$ cat src/tdrf_pkg.sv
`default_nettype none
package tdrf_pkg;

  localparam logic OP_RX    = 1'b0;
  localparam logic OP_DRAIN = 1'b1;

  localparam logic [7:0] BYTE_HOLD_ON  = 8'hFF;
  localparam logic [7:0] BYTE_HOLD_OFF = 8'hFE;
  localparam logic [7:0] BYTE_FRAME    = 8'hF0;
  localparam logic [3:0] NIB_FRAME     = 4'hF;
  localparam logic [7:0] MAX_PAYLOAD   = 8'd255;

  typedef enum logic [2:0] {
    PH_IDLE = 3'b001,
    PH_LEN  = 3'b010,
    PH_PAY  = 3'b100
  } parse_ph_t;

  typedef enum logic [4:0] {
    ST_IDLE  = 5'b00001,
    ST_CHECK = 5'b00010,
    ST_HDR   = 5'b00100,
    ST_LEN   = 5'b01000,
    ST_BODY  = 5'b10000
  } ctrl_st_t;

  typedef struct packed {
    logic rx;
    logic load;
    logic start;
    logic app_hdr;
    logic app_len;
    logic app_body;
    logic run;
  } tdrf_cmd_t;

  typedef struct packed {
    logic skip;
    logic app_ok;
    logic rd_avail;
    logic body_end;
  } tdrf_sts_t;

endpackage
`default_nettype wire

$ cat src/tdrf_ctrl.sv
`default_nettype none
module tdrf_ctrl (
  input  wire logic              clk,
  input  wire logic              rst_n,
  input  wire logic              in_valid,
  input  wire logic              in_op,
  output logic                   in_ready,
  output tdrf_pkg::tdrf_cmd_t    cmd,
  input  wire tdrf_pkg::tdrf_sts_t sts
);
  import tdrf_pkg::*;

  ctrl_st_t st_r, st_nxt;

  always_comb begin
    st_nxt   = st_r;
    cmd      = '0;
    in_ready = 1'b0;
    case (st_r)
      ST_IDLE: begin
        in_ready = 1'b1;
        if (in_valid && in_op == OP_RX) begin
          cmd.rx = 1'b1;
        end else if (in_valid && in_op == OP_DRAIN) begin
          cmd.load = 1'b1;
          st_nxt   = ST_CHECK;
        end
      end
      ST_CHECK: begin
        if (sts.skip) begin
          st_nxt = ST_IDLE;
        end else begin
          cmd.start = 1'b1;
          st_nxt    = ST_HDR;
        end
      end
      ST_HDR: begin
        cmd.app_hdr = 1'b1;
        cmd.run     = 1'b1;
        if (sts.app_ok) st_nxt = ST_LEN;
      end
      ST_LEN: begin
        cmd.app_len = 1'b1;
        cmd.run     = 1'b1;
        if (sts.app_ok) st_nxt = ST_BODY;
      end
      ST_BODY: begin
        cmd.app_body = 1'b1;
        cmd.run      = 1'b1;
        if (sts.app_ok && sts.rd_avail && sts.body_end) st_nxt = ST_IDLE;
      end
      default: st_nxt = ST_IDLE;
    endcase
  end

  always_ff @(posedge clk) begin
    if (!rst_n) begin
      st_r <= ST_IDLE;
    end else begin
      st_r <= st_nxt;
    end
  end

endmodule
`default_nettype wire

$ cat config.mk
export PLATFORM = sky130hd
export DESIGN_NAME = tdrf_ctrl
export DESIGN_NICKNAME = d
export VERILOG_FILES = /design/src/tdrf_pkg.sv /design/src/tdrf_ctrl.sv
export SDC_FILE = /design/constraint.sdc
export NUM_CORES = 1
export LEC_CHECK = 0
export BUFFER_PORTS_ARGS = -buffer_cell sky130_fd_sc_hd__buf_2
export CORE_AREA = 2 2 39 41
export DETAILED_ROUTE_END_ITERATION = 8
export DIE_AREA = 0 0 41 43
export MAX_ROUTING_LAYER = met4
export PLACE_DENSITY = 0.5
export SLEW_MARGIN = 20
export SYNTH_ARGS = -nofsm -noshare
export SYNTH_HDL_FRONTEND = slang
export SYNTH_SLANG_ARGS = --single-unit
$ cat constraint.sdc
create_clock -name clk -period 1.54 [get_ports clk]
set_input_delay 0.462 -clock clk [delete_from_list [all_inputs] [get_ports clk]]
set_output_delay 0.462 -clock clk [all_outputs]
set_load 0.05 [all_outputs]
==> results of run 1 <==
==> worst max-delay path by stage <==
stage               startpoint     end  slack (ns)
floorplan              st_r[2]  cmd[6]        -0.1
global placement       st_r[2]  cmd[0]       -0.04
detailed placement     st_r[4]  cmd[5]       -0.06
CTS                    st_r[4]  cmd[5]       -0.20
global route           st_r[4]  cmd[5]       -0.25
finish                 st_r[4]  cmd[5]       -0.19
==> per-layer routing <==
layer  vias up  GRT usage (%)  wire length [µm]  share of wire, %
met4         0           11.3                20               2.0
met5         -              -                 0                 0
met2        11           23.4               531                52
met3         4           3.66                48               4.7
li1        214              -                 -                 -
met1       202           20.1               425                41
==> critical path, cell delays in order, from the launching register on <==
cell	delay [ns]
dfxtp_2	0.34
nor2_4	0.12
and3_4	0.20
and3_4	0.20
buf_8	0.14
==> power breakdown <==
group | total, mW | switching, mW | leakage [nW] | internal [mW]
logic | 0.0890 | 0.0460 | 0.244 | 0.0429
registers | 0.134 | 0.00346 | 0.0428 | 0.131
clock network | 0.159 | 0.0607 | 0.0150 | 0.0984
total | 0.382 | 0.110 | 0.302 | 0.272
==> synth_stat cells <==
| cell type | instances |
|---|---|
| and3_4 | 2 |
| and4b_2 | 1 |
| buf_6 | 1 |
| xnor2_1 | 1 |
| nor3_1 | 1 |
| nand3_1 | 2 |
| nor2_2 | 2 |
| buf_4 | 2 |
| and3b_1 | 1 |
| dfxtp_1 | 5 |
| and3_1 | 3 |
| a211oi_2 | 1 |
| and4b_1 | 1 |
| a211oi_1 | 1 |
| o21ai_1 | 1 |
| nor2_1 | 9 |
| a21boi_1 | 1 |
| o21a_1 | 1 |
| nand2_1 | 5 |
| o21ai_0 | 1 |
| nor2b_1 | 2 |
| a21oi_1 | 1 |
| and2_1 | 1 |
==> cells by family (layout without fill, tap and decap cells) <==
| logic type | count (synthesis) | count (layout) |
|---|---|---|
| xor gates and xnor gates | 1 | 1 |
| AOI/OAI and AO/OA | 7 | 7 |
| buffers and inverters | 3 | 31 |
| and+or+nand+nor | 30 | 30 |
| DFF | 5 | 5 |
==> area by class of cell <==
| class | count | share of cell area (%) |
|---|---|---|
| repair buffers | 27 | 36.4 |
| well taps | 16 | 2.96 |
| flip-flops and latches | 5 | 15.9 |
| clock buffers | 4 | 3.88 |
| multi-input cells | 38 | 40.9 |
==> what timing repair did <==
action / in CTS / in global routing
cloned: 0 / 0
pin swaps: 2 / 0
setup buffers: 0 / 1
resized for setup: 29 / 4
hold buffers: 0 / 0
endpoints found under the setup margin: 8 / 8
==> stage by stage <==
stage / setup WS, ns / cell area (µm²) / utilization [%] / hold WS [ns] / TNS [ns]
floorplan: -0.0985 / 385 / - / 0.549 / -0.149
global placement: -0.0370 / 546 / 39.4 / 0.671 / -0.101
detailed placement: -0.0567 / 546 / 39.4 / 0.692 / -0.148
CTS: -0.203 / 659 / 47.6 / 0.486 / -1.13
global route: -0.246 / 677 / 48.9 / 0.501 / -1.55
finish: -0.191 / 677 / 48.9 / 0.495 / -1.04
==> metrics.yaml, run 1 <==
max-vdd-ir-drop_uv: 353
initial_core_util_pct: 25.7
finalSetupViolations: 8
io_pins: 16
area_growth_pct: 90.5
syn-cell-area_um2: 355
startpoint_type: "register"
synth_compound_area_share_pct: 14.1
power_density_mw_per_mm2: 565
finalClockSkew_ns: 0.00556
cts_buffers: 3
detail-route-antenna-nets: 0
clkTransAtPathRegs_ns: 0.05
grt_pass1_vias: 468
drcViolationCount: 0
stdcell_count: 90
cts_tree: "yes"
crit_fanout: 3
wire_per_inst_um: 11.4
ys_seq_area_share_pct: 28.2
synth-seq-cells: 5
synth-xor-area-share_pct: 2.46
p_total_mw: 0.382
synthAdderAreaFrac_pct: 0
hold_path.class: "in2reg"
place_congestion: 0.838
reg2reg_setup_slack_ns: 0.34
synth_top_family_by_area: "simple AND/OR/NAND/NOR gates"
synth_cell_types: 23
port_buffers: 15
violations: "setup timing"
dp_hpwl_um: 770
seqCellArea_um2: 108
nFillCells: 147
yosys.area_share.simple_pct: 47.9
yosys.area.top_type: "dfxtp_1"
yosysWarnings: 0
synthCells: 46
whs_path_depth: 2
reg2reg_depth: 5
nets: 83
avgViaCountPerCell: 4.79
synthDominantCellAreaShare_pct: 28.2
clkSinkCount: 5
leakagePower_nw: 0.302
min_period_over_period_pct: 112
dp_cells: 85
num_vias: 431
final_cell_mix: "buf_4, buf_2, nor2_1"
syn_avg_cell_area_um2: 7.72
critPathKind: "reg2out"
setup_ws_ns: -0.191
htree_num_levels: 1
dr.pass1.iters: 4
clockBufferDepth: 2
row_count: 14
die_x_um: 41
max_freq_mhz: 578
gr-usage-all-layers_pct: 16.6
core_area_mm2: 0.00138
syn-num-nets: 54
drt_iter0_markers: 2
diodes: 0
maxSlewViolCount: 0
multiInputGateArea_um2: 277
grt_pass1_wl_mm: 1.93
status: "complete, but fails checks"
dieArea_mm2: 0.00176
wirelength_mm: 1.03
rsz0062_at_grt: "true"
synth_area_leaders: "dfxtp_1, nor2_1, and3_4"
rr_startpoint: "st_r[4]"
dieHeight_um: 43
layout_min_cycle_time_ns: 1.73
timing.final.hold_violations: 0
layout-drive-gt1-share_pct: 66.2
worstHoldStart: "rst_n"
cts_root_buf: "clkbuf_4"
tightest_slew_ns: 0.210
relSlewSlack_pct: 85.9
reg_top3: "st_r x5"
grt_overflow: 0
grt_max_degree: 8
required_ns: 1.08
r2r_end: "st_r[0]"
endpoint_kind: "primary output"
muxShareOfSynthArea_pct: 0
drv_cap: 0
antenna_found_initial: 0
largest_reg_flops: 5
worstPathArrival_ns: 1.27
clk_latency_ns: 0.25
hold_end: "st_r[0]"
largest-register: "st_r"
mostFrequentLayoutCell: "buf_4"
Power figures use the tool's default switching activity.
==> run 2: changes to the inputs <==
Settings changed: ABC_CLOCK_PERIOD_IN_PS from default to 1540, CTS_BUF_LIST from default to sky130_fd_sc_hd__clkbuf_4 sky130_fd_sc_hd__clkbuf_8, MAX_ROUTING_LAYER met4 to default.
==> run 2 against run 1 <==
Effect of this change: largest cell class unchanged; clock power rose by 11%; non-clock buffer count is 1 higher; the flow still finishes with violations (setup timing); global-route usage fell by 1.0 points; hold slack got worse by 0.00096 ns.
==> metrics.yaml, run 2 (same netlist as run 1, synthesis figures left out) <==
critPathKind: "reg2out"
endpoint_kind: "primary output"
clkSinkCount: 5
clockBufferDepth: 2
finalSetupViolations: 8
detail-route-antenna-nets: 0
worstPathArrival_ns: 1.27
wire_per_inst_um: 11.3
setup_ws_ns: -0.194
io_pins: 16
violations: "setup timing"
layout-drive-gt1-share_pct: 69.3
diodes: 0
final_cell_mix: "buf_4, buf_2, nor2_1"
dieArea_mm2: 0.00176
nFillCells: 137
reg_top3: "st_r x5"
port_buffers: 15
row_count: 14
clkTransAtPathRegs_ns: 0.05
drcViolationCount: 0
area_growth_pct: 97.9
rsz0062_at_grt: "true"
fin_hold_ws_ns: 0.494
mostFrequentLayoutCell: "buf_4"
drv_cap: 0
num_vias: 435
largest-register: "st_r"
crit_fanout: 6
dr.pass1.iters: 4
seqCellArea_um2: 108
cts_buffers: 3
required_ns: 1.08
core_area_mm2: 0.00138
nets: 84
leakagePower_nw: 0.314
grt_overflow: 0
die_x_um: 41
place_congestion: 0.825
avgViaCountPerCell: 4.78
htree_num_levels: 1
layout_min_cycle_time_ns: 1.73
largest_reg_flops: 5
grt_max_degree: 8
timing.final.hold_violations: 0
hold_path.class: "in2reg"
clk_latency_ns: 0.25
antenna_found_initial: 0
startpoint_type: "register"
grt_pass1_vias: 472
tightest_slew_ns: 0.207
cts_tree: "yes"
grt_pass1_wl_mm: 1.87
cts_hold_buf: 0
dp_hpwl_um: 770
status: "complete, but fails checks"
power_density_mw_per_mm2: 570
finalClockSkew_ns: 0.00585
dieHeight_um: 43
relSlewSlack_pct: 86.1
gr-usage-all-layers_pct: 15.6
min_period_over_period_pct: 113
max-vdd-ir-drop_uv: 340
maxSlewViolCount: 0
multiInputGateArea_um2: 288
drt_iter0_markers: 6
max_freq_mhz: 577
fin_tns_setup_ns: -1.02
wirelength_mm: 1.03
p_total_mw: 0.401
cts_root_buf: "clkbuf_4"
initial_core_util_pct: 25.7
==> run 2: layout make-up <==
class	instances	area share [%]
repair buffers	28	36.7
flip-flops and latches	5	15.3
well taps	16	2.85
clock buffers	4	4.27
multi-input cells	38	40.9
==> run 2: final timing paths <==
kind / startpoint / endpoint / slack (ns) / cells after the start
setup / recovery: st_r[2] / cmd[5] / -0.19 / 4
hold / removal: rst_n / st_r[0] / 0.49 / 2
setup reg to reg: st_r[2] / st_r[0] / 0.34 / 5
hold reg to reg: st_r[0] / st_r[3] / 0.70 / 2
==> run 2: through the flow <==
| step | utilization [%] | instance area [µm²] | setup WS (ns) | std cells |
|---|---|---|---|---|
| 2_1_floorplan | - | 385 | -0.0985 | 46 |
| 3_3_place_gp | 39.4 | 546 | -0.0370 | 85 |
| 3_5_place_dp | 39.4 | 546 | -0.0567 | 85 |
| 4_1_cts | 47.9 | 663 | -0.202 | 89 |
| 5_1_grt | 50.8 | 703 | -0.243 | 91 |
| 6_report | 50.8 | 703 | -0.194 | 91 |
==> run 2: timing repair <==
item                                   CTS  global route
setup endpoints to repair                8             8
gates cloned                             0             0
setup buffers                            0             2
pin swaps                                2             0
resized for setup                       29             8
endpoints found under the hold margin    0             0
==> run 2: per-layer routing <==
metal | track usage, % | vias up | routed length, µm
met2 | 22.2 | 11 | 539
met5 | 0 | - | 0
met4 | 12.0 | 0 | 23
met3 | 3.66 | 4 | 46
met1 | 19.0 | 202 | 417
li1 | - | 218 | -
==> run 2: critical path, cell delays in order (launching register included) <==
cell and delay (ns):
dfxtp_4 0.37, nor2_4 0.10, and3_4 0.20, and3_4 0.20, buf_8 0.14
==> run 2: report_power, final <==
part | internal [mW] | switching [mW]
Clock | 0.116 | 0.0608
Sequential | 0.131 | 0.00328
Combinational | 0.0434 | 0.0469
Total | 0.290 | 0.111
==> run 3: changes to the inputs <==
Settings changed: CELL_PAD_IN_SITES_DETAIL_PLACEMENT from default to 1, CELL_PAD_IN_SITES_GLOBAL_PLACEMENT from default to 1, PLACE_DENSITY 0.5 to 0.67.
==> run 3 against run 2 <==
Effect of this change: the flow still finishes with violations (setup timing); non-clock buffer count is 3 higher; via count is 4.4% higher; register-to-register slack worse by 0.10 ns; critical endpoint unchanged.
==> metrics.yaml, run 3 (same netlist as run 1, synthesis figures left out) <==
io_pins: 16
place_congestion: 0.724
dp_hpwl_um: 872
dr.pass1.iters: 2
path_depth: 4
initial_core_util_pct: 25.7
nFillCells: 170
dieHeight_um: 43
critPathKind: "reg2out"
reg2reg_depth: 6
grt-busiest-layer: "met2"
clockBufferDepth: 2
worstPathArrival_ns: 1.27
p_total_mw: 0.399
setup_ws_ns: -0.194
cp_cell_sequence: "nor2_4 > and3_4 > and3_4 > buf_8"
cts_tree: "yes"
max_freq_mhz: 577
grt_pass1_vias: 450
port_buffers: 15
clkSinkCount: 5
finalSetupViolations: 8
hold_path.class: "in2reg"
cts_root_buf: "clkbuf_4"
slowest_stage: "dfxtp_2"
nets: 87
wirelength_mm: 1.40
die_x_um: 41
mostFrequentLayoutCell: "buf_4"
row_count: 14
power_density_mw_per_mm2: 563
drt_iter0_markers: 3
startpoint_type: "register"
required_ns: 1.08
diodes: 0
layout-drive-gt1-share_pct: 71.8
wire_per_inst_um: 14.9
largest_reg_flops: 5
max_stage_delay_ns: 0.34
drcViolationCount: 0
grt_overflow: 0
grt_pass1_wl_mm: 2.09
seqCellArea_um2: 111
timing.final.hold_violations: 0
dieArea_mm2: 0.00176
antenna_found_initial: 0
avgViaCountPerCell: 4.83
num_vias: 454
clk_latency_ns: 0.25
core_area_mm2: 0.00138
grt_use_met2_pct: 28.4
violations: "setup timing"
whs_path_depth: 2
layout_min_cycle_time_ns: 1.73
max-vdd-ir-drop_uv: 377
min_period_over_period_pct: 113
cp.buffers_inverters: 1
drv_cap: 0
clkTransAtPathRegs_ns: 0.05
leakagePower_nw: 0.324
multiInputGateArea_um2: 284
crit_family: "simple AND/OR/NAND/NOR gates"
met3_usage_pct: 3.14
maxSlewViolCount: 0
detail-route-antenna-nets: 0
reg_top3: "st_r x5"
gr-usage-all-layers_pct: 18.5
finalClockSkew_ns: 0.00599
relSlewSlack_pct: 83.1
fin_tns_setup_ns: -1.20
cts_buffers: 3
tightest_slew_ns: 0.250
rsz0062_at_grt: "true"
largest-register: "st_r"
htree_num_levels: 1
area_growth_pct: 99.6
crit_top_cell: "and3_4"
crit_fanout: 3
cts_hold_buf: 0
grt_max_degree: 8
gr-usage-met1_pct: 22.3
final_cell_mix: "buf_4, buf_2, nor2_1, buf_8"
endpoint_kind: "primary output"
status: "complete, but fails checks"
-- run 3: cell type report --
class | instances | share of cell area, %
Timing Repair Buffer | 31 | 37.2
Clock buffer | 4 | 4.23
Multi-Input combinational cell | 38 | 40.0
Tap cell | 16 | 2.82
Sequential cell | 5 | 15.7
-- run 3: path summary, 6_finish.rpt --
check,start,endpoint,slack [ns]
worst max-delay path,st_r[4],cmd[5],-0.19
worst min-delay path,rst_n,st_r[0],0.48
worst max register to register,st_r[1],st_r[0],0.24
worst min register to register,st_r[0],st_r[3],0.67
-- run 3: metal layers --
metal / share of wire (%) / up-vias / wire length (µm)
li1: - / 222 / -
met3: 3.2 / 4 / 45
met5: 0 / - / 0
met4: 2.3 / 0 / 32
met2: 54 / 11 / 763
met1: 40 / 217 / 560
-- run 3: power by group --
part	switching [mW]	internal [mW]	leakage, nW	total (mW)
clock	0.0590	0.116	0.0184	0.175
combinational	0.0468	0.0431	0.263	0.0899
sequential	0.00474	0.130	0.0427	0.135
-- run 3: through the flow --
stage / util, % / hold slack (ns) / instance area, µm² / setup slack [ns] / std cells
finish: 51.3 / 0.478 / 709 / -0.194 / 94
detailed placement: 38.0 / 0.710 / 526 / -0.0474 / 84
floorplan: - / 0.549 / 385 / -0.0985 / 46
global route: 51.3 / 0.487 / 709 / -0.258 / 94
CTS: 48.4 / 0.481 / 669 / -0.199 / 91
global placement: 38.0 / 0.716 / 526 / -0.0312 / 84
-- run 3: what timing repair did --
action | 4_1_cts | 5_1_grt
gates cloned | 0 | 0
buffers inserted | 3 | 3
resized for setup | 30 | 6
pin swaps | 3 | 4
setup endpoints to repair | 8 | 8
